## config.mk

```make
export PLATFORM = sky130hd
export DESIGN_NAME = ftt_ctrl
export DESIGN_NICKNAME = d
export VERILOG_FILES = /design/src/rtl/four_way_transposition_table_core_macros.svh /design/src/rtl/ftt_pkg.sv /design/src/rtl/ftt_ctrl.sv
export SDC_FILE = /design/constraint.sdc
export NUM_CORES = 1
export LEC_CHECK = 0
export BUFFER_PORTS_ARGS = -buffer_cell sky130_fd_sc_hd__buf_2
export CAP_MARGIN = 20
export CORE_AREA = 2 2 39 41
export DETAILED_ROUTE_END_ITERATION = 12
export DIE_AREA = 0 0 41 43
export GPL_TIMING_DRIVEN = 0
export HOLD_SLACK_MARGIN = 0.02
export PLACE_DENSITY_LB_ADDON = 0.15
export SLEW_MARGIN = 10
export SYNTH_ARGS = -nofsm -noshare
export SYNTH_HDL_FRONTEND = slang
export SYNTH_SLANG_ARGS = --single-unit
```

## constraint.sdc

```tcl
create_clock -name clk -period 0.9 [get_ports clk]
set_input_delay 0.09 -clock clk [delete_from_list [all_inputs] [get_ports clk]]
set_output_delay 0.09 -clock clk [all_outputs]
set_load 0.1 [all_outputs]
```

## src/rtl/four_way_transposition_table_core_macros.svh

```systemverilog
// ----------------------------------------------------------------------------
// Transposition table assertion macros
// Concurrent assertion wrappers used by the transposition table datapath.
// Defining ASSERT_OFF compiles every check away.
// ----------------------------------------------------------------------------
`ifndef FOUR_WAY_TRANSPOSITION_TABLE_CORE_MACROS_SVH
`define FOUR_WAY_TRANSPOSITION_TABLE_CORE_MACROS_SVH

`ifndef ASSERT_OFF
// Same-cycle implication, disabled while reset is held.
`define FTT_ASSERT_IMPL(lbl, clk_s, rstn_s, ante, cons, msg) \
  lbl: assert property (@(posedge clk_s) disable iff (!rstn_s) (ante) |-> (cons)) \
    else $error(msg);
// Next-cycle implication, disabled while reset is held.
`define FTT_ASSERT_NEXT(lbl, clk_s, rstn_s, ante, cons, msg) \
  lbl: assert property (@(posedge clk_s) disable iff (!rstn_s) (ante) |=> (cons)) \
    else $error(msg);
`else
`define FTT_ASSERT_IMPL(lbl, clk_s, rstn_s, ante, cons, msg)
`define FTT_ASSERT_NEXT(lbl, clk_s, rstn_s, ante, cons, msg)
`endif

`endif

```

## src/rtl/ftt_pkg.sv

```systemverilog
// ----------------------------------------------------------------------------
// Transposition table package
// Entry layout, operation codes and controller interface types.
// ----------------------------------------------------------------------------
`timescale 1ns / 1ps

package ftt_pkg;

  localparam int WAYS = 4;
  localparam int WAY_W = $clog2(WAYS);

  localparam logic OP_STORE    = 1'b0;
  localparam logic OP_RETRIEVE = 1'b1;

  localparam int KIND_LOWER_BIT = 0;
  localparam int KIND_UPPER_BIT = 1;

  typedef struct packed {
    logic [63:0]        key;
    logic [16:0]        move;
    logic [1:0]         kind;
    logic               threat;
    logic [7:0]         gen;
    logic signed [15:0] score;
    logic signed [15:0] depth;
  } entry_t;

  typedef entry_t [WAYS-1:0] row_t;

  typedef enum logic [1:0] {
    ST_CLEAR,
    ST_IDLE,
    ST_EVAL
  } ftt_state_t;

  typedef struct packed {
    logic clear_en;
    logic capture;
    logic commit;
  } ftt_cmd_t;

  typedef struct packed {
    logic clear_last;
    logic out_free;
  } ftt_sts_t;

endpackage

```

## src/rtl/ftt_ctrl.sv

```systemverilog
// ----------------------------------------------------------------------------
// Transposition table controller
// Sequences the clearing pass, bucket read and bucket evaluate/write-back.
// ----------------------------------------------------------------------------
`timescale 1ns / 1ps

module ftt_ctrl
  import ftt_pkg::*;
(
  input  logic     clk,
  input  logic     rst_n,
  input  logic     in_valid,
  output logic     in_ready,
  input  ftt_sts_t sts,
  output ftt_cmd_t cmd
);

  ftt_state_t state_r;
  ftt_state_t state_nxt;

  always_ff @(posedge clk) begin
    if (!rst_n) begin
      state_r <= ST_CLEAR;
    end else begin
      state_r <= state_nxt;
    end
  end

  always_comb begin
    state_nxt = state_r;
    case (state_r)
      ST_CLEAR: begin
        if (sts.clear_last) state_nxt = ST_IDLE;
      end
      ST_IDLE: begin
        if (in_valid) state_nxt = ST_EVAL;
      end
      ST_EVAL: begin
        if (sts.out_free) state_nxt = ST_IDLE;
      end
      default: state_nxt = ST_CLEAR;
    endcase
  end

  always_comb begin
    cmd      = '0;
    in_ready = 1'b0;
    case (state_r)
      ST_CLEAR: begin
        cmd.clear_en = 1'b1;
      end
      ST_IDLE: begin
        in_ready    = 1'b1;
        cmd.capture = in_valid;
      end
      ST_EVAL: begin
        cmd.commit = sts.out_free;
      end
      default: begin
        cmd = '0;
      end
    endcase
  end

endmodule

```

==> results of run 1 <==
[layout by cell type, fill, tap and decap left out, drive strengths merged]
master | Yosys | layout
o211a | 1 | 1
nor2b | 1 | 1
nor2 | 2 | 2
dfxtp | 2 | 2
buf | 0 | 10
o21a | 2 | 2
nor3b | 2 | 2
nand2 | 1 | 1
o21ai | 1 | 1
inv | 1 | 1
clkbuf | 0 | 3
[final cells by class]
class | count | area share
Tap cell | 16 | 0.0643
Inverter | 1 | 0.0120
Sequential cell | 2 | 0.153
Clock buffer | 3 | 0.0723
Multi-Input combinational cell | 10 | 0.317
Timing Repair Buffer | 10 | 0.382
[worst min-delay path by stage]
| stage | start | slack (ns) | to |
|---|---|---|---|
| after global routing | rst_n | 0.09 | state_r[1]$_SDFFE_PN0P_ |
| after global placement | rst_n | 0.32 | state_r[1]$_SDFFE_PN0P_ |
| after floorplan | rst_n | 0.21 | state_r[1]$_SDFFE_PN0P_ |
| after detailed placement | rst_n | 0.32 | state_r[1]$_SDFFE_PN0P_ |
| after CTS | rst_n | 0.08 | state_r[1]$_SDFFE_PN0P_ |
| final | rst_n | 0.09 | state_r[1]$_SDFFE_PN0P_ |
[metrics by stage]
| stage | TNS [ns] | cells |
|---|---|---|
| after floorplan | -1.30 | 13 |
| after global routing | -1.00 | 42 |
| after global placement | -0.578 | 37 |
| after CTS | -0.787 | 41 |
| final | -0.799 | 42 |
| after detailed placement | -0.603 | 37 |
[power by group through the flow]
stage	Combinational (mW)	Clock [mW]	Sequential [mW]
after floorplan	0.151	0	0.114
after global placement	0.177	0	0.118
after detailed placement	0.179	0	0.117
after CTS	0.240	0.214	0.115
after global routing	0.254	0.217	0.118
final	0.244	0.197	0.116
[worst max-delay path, cell delays in order, from the launching register on]
cell and delay (ns):
dfxtp_4 0.38, nor3b_4 0.23, buf_12 0.20
[per-layer routing]
| layer | global-route usage | vias to the layer above | share of wire |
|---|---|---|---|
| met5 | 0 | - | 0 |
| met4 | 0.100 | 0 | 0 |
| met3 | 0.0157 | 0 | 0.084 |
| met2 | 0.0719 | 6 | 0.54 |
| met1 | 0.0446 | 62 | 0.37 |
| li1 | - | 71 | - |
[logic make-up after synthesis]
family / synth area share
flops: 0.376
buf+inv: 0.0353
simple gates: 0.306
compound gates: 0.282
[what timing repair did]
action                                  4_1_cts  5_1_grt
endpoints found under the setup margin        4        5
setup buffers                                 1        1
pin swaps                                     0        2
resized for setup                            16        1
hold buffers                                  0        0
==> key figures, run 1 <==
Run status
  • Outcome: finished with violations
  • Failing checks: setup timing

Finish
  • Sequential Area: 47.5 um2
  • Multi-input gate area: 98.8 um2
  • Design area: 312 um2
  • Area delta synth->final: 193%
  • ANT cells: 0
  • Top reg by flops: state_r
  • Max FFs per register: 2
  • Final core occ: 0.225
  • Share of layout cells above drive strength 1: 0.769
  • Top Registers: state_r x2
  • Nets: 33
  • Layout fillers: 152

CTS
  • Root buf cell: clkbuf_4
  • Clk Latency, worst-skew pair: 0.22 ns
  • Htree depth: 1
  • Clock-pin slew on the worst setup and hold paths: 0.03 ns
  • Total CTS buffers: 3
  • CTS tree: built
  • Clock Sinks: 2
  • Clock Tree Buf Depth: 2

Timing
  • Fmax: 884 MHz
  • RSZ-0062 raised after global routing: yes
  • Relative slew slack: 0.870
  • Slew Viols, Final: 0
  • Layout Skew: 0.000585 ns
  • Hold_ws: 0.0882 ns
  • Period minus WS final: 1.13 ns
  • Worst Tran Pin Value: 0.194 ns
  • Hold Fails Final Rpt: 0
  • Tcrit/Tclk final: 1.26
  • Final setup vio count: 5
  • Final WS setup: -0.231 ns

Detailed routing
  • Drt first pass iters: 1
  • Initial drt markers: 0
  • Total Wirelength: 346 um
  • Routed len/inst: 8.24 um
  • Post-route ant nets: 0
  • DR vias: 139
  • DRC viols: 0
  • Vias per cell: 3.31

Synth
  • Post-synthesis cell type count: 9
  • Syn. warnings: 0
  • Cell area after synthesis: 106 um2
  • Top_reg_cell synth: dfxtp_1
  • Synthesized area per cell: 8.18 um2
  • Yosys reg bits: 2
  • Seq/Total Area, Yosys: 0.376
  • Asr flop ratio synth: 0
  • Most area-hungry cell type in the Yosys netlist: dfxtp_1
  • Post-synth top area share: 0.376
  • EDFF count, synth: 0
  • Area contributors post-synth: dfxtp_1 (38%), nor3b_1 (14%), o21a_1 (14%), o211a_1 (9.4%), nor2_1 (7.1%)
  • Post-synthesis net count: 18
  • Gate Count Post-Synth: 13
  • Synth cell count leaders: dfxtp_1 (2), nor2_1 (2), nor3b_1 (2), o21a_1 (2)

Power
  • Combinational Power Share: 0.439
  • Net Sw Power: 0.216 mW
  • Switch share: 0.387
  • Clk pwr share: 0.354
  • Max VDD drop: 616 uV
  • Power, Total: 0.557 mW
  • Seq pwr share: 0.208
  • Pwr/cell area: 1790 nW/um2
  • Int Pwr: 0.341 mW
  • Pleak: 0.140 nW

Setup path
  • Worst EP arrival: 1.04 ns
  • CP Class: reg -> out
  • Worst r2r path cells: 4
  • Max FO, Critical Path: 7
  • Worst reg-to-reg setup slack: -0.09 ns
  • CP Launch Type: flop
  • Crit path launch: state_r[1]$_SDFFE_PN0P_
  • Setup crit end: cmd[0]
  • Critical path capture point type: output port
  • WP data required: 0.81 ns
  • R2R Path End: state_r[0]$_SDFFE_PN0P_
  • Reg2reg start: state_r[0]$_SDFFE_PN0P_

Floorplanning
  • Core Box Area: 1380 um2
  • Die Area: 1760 um2
  • Die width: 41 um
  • Chip height: 43 um
  • Starting Density: 0.0769
  • # IOs: 9
  • Std-Cell Rows: 14

Global routing
  • Vias in the first global route: 165
  • Global route overflow: 0
  • Initial antenna violation count: 0
  • GRT Overall Usage: 0.0551
  • Largest net degree at the start of global routing: 8
  • Global-route wire length before repair: 565 um

Run
  • # Max-Cap Violations: 0

Place
  • Final Wtd Congestion: 0.648
  • DP Wirelength: 281 um
  • Place WS: -0.216 ns
  • Port bufs: 8
  • Placed cell area: 210 um2

Hold path
  • Min-Delay Path Depth: 2
  • Min-delay worst type: in -> reg
Power figures use the tool's default switching activity.
==> run 2: changes to the inputs <==
==> constraint.sdc (replaced) <==
create_clock -name clk -period 0.9 [get_ports clk]
set_input_delay 0.225 -clock clk [delete_from_list [all_inputs] [get_ports clk]]
set_output_delay 0.225 -clock clk [all_outputs]
set_load 0.1 [all_outputs]
==> key figures, run 2 (same netlist as run 1, synthesis figures left out) <==
Run status
  • Outcome: finished with violations
  • Failing checks: setup timing

CTS
  • Total CTS buffers: 3 (unchanged)
  • Clock Tree Buf Depth: 2 (unchanged)
  • Clock-pin slew on the worst setup and hold paths: 0.03 ns (about the same)
  • Htree depth: 1 (unchanged)
  • Clock Sinks: 2 (unchanged)
  • Root buf cell: clkbuf_4
  • CTS tree: built
  • Clk Latency, worst-skew pair: 0.22 ns (about the same)
  • Hold-fix buffers, CTS: 0 (unchanged)

Finish
  • Top Registers: state_r x2
  • Final non-filler cell total: 43 (+2.4%)
  • Top reg by flops: state_r
  • Most frequent cells in the layout: buf_2 (4), buf_12 (4), clkbuf_4 (3)
  • Layout fillers: 139 (-8.6%)
  • Area delta synth->final: 204%
  • Design area: 323 um2 (+3.6%)
  • Nets: 34 (+3.0%)
  • Final core occ: 0.233 (+0.00814)
  • Share of layout cells above drive strength 1: 0.778 (+0.00855)
  • ANT cells: 0 (unchanged)
  • Max FFs per register: 2 (unchanged)

Timing
  • Final setup vio count: 4 (-1)
  • Period minus WS final: 1.25 ns (+0.123 ns)
  • Worst Tran Pin Value: 0.198 ns (+0.00313 ns)
  • Fmax: 797 MHz (-9.8%)
  • Hold Fails Final Rpt: 0 (unchanged)
  • Layout Skew: 0.00196 ns (+0.00137 ns)
  • Slew Viols, Final: 0 (unchanged)
  • Tcrit/Tclk final: 1.39 (+0.137)
  • Final WS setup: -0.355 ns (-0.123 ns)
  • Setup TNS Final: -1.36 ns (-0.563 ns)
  • Relative slew slack: 0.868 (-0.00209)
  • RSZ-0062 raised after global routing: yes

Detailed routing
  • DRC viols: 0 (unchanged)
  • Routed len/inst: 8.77 um (+6.4%)
  • Vias per cell: 3.42 (+3.3%)
  • DR vias: 147 (+5.8%)
  • Drt first pass iters: 2 (+1)
  • Post-route ant nets: 0 (unchanged)
  • Initial drt markers: 8 (+8)
  • Total Wirelength: 377 um (+9.0%)

Place
  • Place WS: -0.349 ns (-0.134 ns)
  • Final Wtd Congestion: 0.633 (-2.3%)
  • Placed Instances: 37 (unchanged)
  • Placed cell area: 210 um2 (unchanged)
  • Port bufs: 8 (unchanged)
  • DP Wirelength: 272 um (-3.2%)

Setup path
  • Reg2reg start: state_r[1]$_SDFFE_PN0P_
  • R2R Path End: state_r[1]$_SDFFE_PN0P_
  • Max incr delay on CP: 0.35 ns (-0.03 ns)
  • Worst Path Buf+Inv: 2 (+1)
  • Max FO, Critical Path: 6 (-1)
  • Slowest CP cell: dfxtp_4
  • Critical path capture point type: output port
  • Worst reg-to-reg setup slack: 0.02 ns (+0.11 ns)
  • CP Class: reg -> out
  • CP Launch Type: flop
  • Worst EP arrival: 1.03 ns (about the same)
  • Worst r2r path cells: 4 (unchanged)
  • CP cell instances: buf_4 -> nor2_2 -> buf_12
  • CP delay by family, top: flip-flops
  • WP data required: 0.67 ns (-0.14 ns)

Floorplanning
  • Chip height: 43 um (unchanged)
  • Starting Density: 0.0769 (unchanged)
  • Die width: 41 um (unchanged)
  • Die Area: 1760 um2 (unchanged)
  • # IOs: 9 (unchanged)
  • Core Box Area: 1380 um2 (unchanged)
  • Std-Cell Rows: 14 (unchanged)

Global routing
  • GRT Overall Usage: 0.0661 (+0.0111)
  • Vias in the first global route: 149 (-9.7%)
  • Largest net degree at the start of global routing: 8 (unchanged)
  • Global-route wire length before repair: 655 um (+16%)
  • Initial antenna violation count: 0 (unchanged)
  • Global route overflow: 0 (unchanged)

Hold path
  • Sink of the worst hold path: state_r[1]$_SDFFE_PN0P_
  • Min-Delay Path Depth: 2 (unchanged)
  • Min-delay worst type: in -> reg
  • Hold_sp: rst_n

Run
  • # Max-Cap Violations: 0 (unchanged)

Power
  • Combinational Power Share: 0.449 (+0.010)
  • Pleak: 0.148 nW (+5.2%)
  • Clk pwr share: 0.347 (-0.007)
  • Net Sw Power: 0.216 mW (about the same)
  • Seq pwr share: 0.204 (-0.004)
  • Int Pwr: 0.344 mW (+0.92%)
  • Max VDD drop: 482 uV (-22%)
  • Pwr/cell area: 1730 nW/um2 (-3.0%)
  • Switch share: 0.385 (-0.00229)
-- run 2: changes by cell type in the layout (fill, tap and decap cells not counted) --
cell / previous run / this run
buf_6: 1 / 2
-- run 2: per-layer routing --
layer,up-vias,part of all wire,track usage
met5,-,0,0
met4,0,0.027,0.0800
met3,2,0.069,0.0471
met2,6,0.51,0.0719
met1,64,0.38,0.0703
li1,75,-,-
-- run 2: timing repair --
action                     CTS  global route
buffers inserted             1             2
pin swaps                    1             4
setup endpoints to repair    4             6
resized for setup           16             2
-- run 2: worst reg2reg max path: stages, from the launching register on --
cell,delay (ns)
dfxtp_4,0.36
buf_6,0.12
nor2_4,0.05
buf_6,0.10
o21a_1,0.15
-- run 2: power by group through the flow --
stage	Sequential [mW]	Clock, mW	Combinational [mW]
2_1_floorplan	0.114	0	0.150
3_3_place_gp	0.118	0	0.176
3_5_place_dp	0.119	0	0.178
4_1_cts	0.117	0.212	0.239
5_1_grt	0.116	0.223	0.261
6_report	0.114	0.194	0.252
-- run 2: worst max path at each step --
stage                                  from      to  cells after the start
global route        state_r[0]$_SDFFE_PN0P_  cmd[0]                      2
detailed placement  state_r[1]$_SDFFE_PN0P_  cmd[0]                      2
finish              state_r[1]$_SDFFE_PN0P_  cmd[2]                      3
global placement    state_r[1]$_SDFFE_PN0P_  cmd[0]                      2
floorplan           state_r[1]$_SDFFE_PN0P_  cmd[0]                      1
CTS                 state_r[1]$_SDFFE_PN0P_  cmd[0]                      2
-- run 2: final cells by class --
class | count | area [um2] | area share
multi-input cells | 10 | 98.8 | 0.306
clock buffers | 3 | 22.5 | 0.0698
well taps | 16 | 20.0 | 0.0620
inverters | 1 | 3.75 | 0.0116
flip-flops and latches | 2 | 47.5 | 0.147
repair buffers | 11 | 130 | 0.403
-- run 2: stage by stage --
stage                     total power [mW]  hold slack, ns
after floorplan                      0.265           0.342
after global placement               0.294           0.455
after detailed placement             0.296           0.448
after CTS                            0.569           0.210
after global routing                 0.600           0.217
final                                0.560           0.223
==> run 3: changes to the inputs <==
CORE_AREA = 10 10 47 49   (was 2 2 39 41)
DIE_AREA = 0 0 57 59   (was 0 0 41 43)
==> key figures, run 3 (same netlist as run 1, synthesis figures left out) <==
Finish
  • Area delta synth->final: 235%
  • Top Registers: state_r x2
  • Top reg by flops: state_r
  • Share of layout cells above drive strength 1: 0.828 (+0.0498)
  • Design area: 357 um2 (+10%)
  • Nets: 36 (+5.9%)
  • Commonest non-fill, non-tap cell in the layout: buf_12
  • Max FFs per register: 2 (unchanged)
  • ANT cells: 0 (unchanged)
  • Final core occ: 0.254 (+0.0212)
  • Most frequent cells in the layout: buf_12 (5), buf_2 (4), clkbuf_4 (3), buf_4 (3)

Detailed routing
  • Initial drt markers: 3 (-5)
  • Post-route ant nets: 0 (unchanged)
  • DRC viols: 0 (unchanged)
  • Routed len/inst: 10.4 um (+19%)
  • DR vias: 155 (+5.4%)
  • Total Wirelength: 469 um (+24%)
  • Vias per cell: 3.44 (+0.76%)
  • Drt first pass iters: 2 (unchanged)

Global routing
  • GR peak layer: met2
  • Met2 Resource Use GR: 0.0465 (-0.0254)
  • Vias in the first global route: 182 (+22%)
  • Global-route wire length before repair: 752 um (+15%)
  • GRT Overall Usage: 0.0310 (-0.0351)
  • Met3 usage: 0.0193 (-0.0278)
  • GRT met1 Usage: 0.0247 (-0.0456)
  • Global route overflow: 0 (unchanged)
  • Largest net degree at the start of global routing: 6 (-2)
  • Initial antenna violation count: 0 (unchanged)

Timing
  • Relative slew slack: 0.879 (+0.0107)
  • Final setup vio count: 6 (+2)
  • RSZ-0062 raised after global routing: yes
  • Layout Skew: 0.00187 ns (-0.0000908 ns)
  • Slew Viols, Final: 0 (unchanged)
  • Worst Tran Pin Value: 0.181 ns (-0.0161 ns)
  • Fmax: 808 MHz (+1.4%)
  • Tcrit/Tclk final: 1.37 (-0.0191)
  • Hold Fails Final Rpt: 0 (unchanged)
  • Final WS setup: -0.337 ns (+0.0172 ns)
  • Period minus WS final: 1.24 ns (-0.0172 ns)

Place
  • DP Wirelength: 338 um (+24%)
  • Port bufs: 8 (unchanged)
  • Final Wtd Congestion: 0.598 (-5.5%)
  • Placed cell area: 210 um2 (unchanged)

Floorplanning
  • Chip height: 59 um (+37%)
  • # IOs: 9 (unchanged)
  • Starting Density: 0.0759 (-0.000961)
  • Die width: 57 um (+39%)
  • Core Box Area: 1400 um2 (+1.3%)
  • Std-Cell Rows: 14 (unchanged)
  • Die Area: 3360 um2 (+91%)

Setup path
  • Critical path capture point type: output port
  • Reg2reg start: state_r[0]$_SDFFE_PN0P_
  • CP Launch Type: flop
  • Max FO, Critical Path: 5 (-1)
  • WP data required: 0.67 ns (about the same)
  • CP Class: reg -> out
  • Worst EP arrival: 1.01 ns (-0.02 ns)
  • Crit path launch: state_r[0]$_SDFFE_PN0P_

CTS
  • Total CTS buffers: 3 (unchanged)
  • Htree depth: 1 (unchanged)
  • Clock-pin slew on the worst setup and hold paths: 0.03 ns (about the same)
  • Clk Latency, worst-skew pair: 0.22 ns (about the same)
  • Clock Sinks: 2 (unchanged)
  • Clock Tree Buf Depth: 2 (unchanged)
  • CTS tree: built
  • Hold-fix buffers, CTS: 0 (unchanged)
  • Root buf cell: clkbuf_4

Power
  • Pwr/cell area: 1640 nW/um2 (-5.7%)
  • Power, Total: 0.583 mW (+4.2%)
  • Max VDD drop: 537 uV (+11%)
  • Pleak: 0.162 nW (+9.3%)

Run
  • # Max-Cap Violations: 0 (unchanged)

Hold path
  • Min-delay worst type: in -> reg
  • Hold_sp: rst_n

Run status
  • Failing checks: setup timing
  • Outcome: finished with violations
==> run 3: cell types whose count changed in the layout (fill, tap and decap cells not counted), sizes merged <==
cell and change:
buf +2
==> run 3: where the power goes <==
part / internal (mW) / total (mW) / switching (mW)
clock network: 0.147 / 0.194 / 0.0475
registers: 0.0963 / 0.114 / 0.0176
logic: 0.117 / 0.275 / 0.158
==> run 3: stage by stage <==
step / setup WS (ns) / cells / TNS, ns / hold WS (ns)
4_1_cts: -0.347 / 43 / -1.46 / 0.228
5_1_grt: -0.368 / 45 / -1.56 / 0.236
3_5_place_dp: -0.335 / 37 / -1.13 / 0.462
6_report: -0.337 / 45 / -1.39 / 0.234
2_1_floorplan: -0.560 / 13 / -1.83 / 0.342
3_3_place_gp: -0.327 / 37 / -1.10 / 0.456
==> run 3: cell type report <==
type | instances | area (um2)
fill | 167 | 1040
timing repair buffer | 13 | 154
multi-input combinational | 10 | 109
sequential | 2 | 47.5
clock buffer | 3 | 22.5
tap | 16 | 20.0
inverter | 1 | 3.75
==> run 3: path summary, 6_finish.rpt <==
kind | slack (ns) | depth (start not counted) | end
worst max-delay path | -0.34 | 3 | cmd[1]
worst min-delay path | 0.23 | 2 | state_r[1]$_SDFFE_PN0P_
worst max register to register | -0.10 | 3 | state_r[0]$_SDFFE_PN0P_
worst min register to register | 0.65 | 2 | state_r[0]$_SDFFE_PN0P_
==> run 3: worst max-delay path, stage by stage, from the launching register on <==
cell,delay (ns)
dfxtp_4,0.40
nand2_4,0.07
nor2_4,0.13
buf_12,0.18
==> run 3: per-layer routing <==
metal	vias to the layer above	routed length (um)
met5	-	0
met4	0	0
met1	72	174
met2	6	241
li1	77	-
met3	0	53
==> run 3: timing repair <==
action	4_1_cts	5_1_grt
buffers inserted	3	2
pin swaps	1	3
endpoints found under the setup margin	4	6
resized for setup	17	2
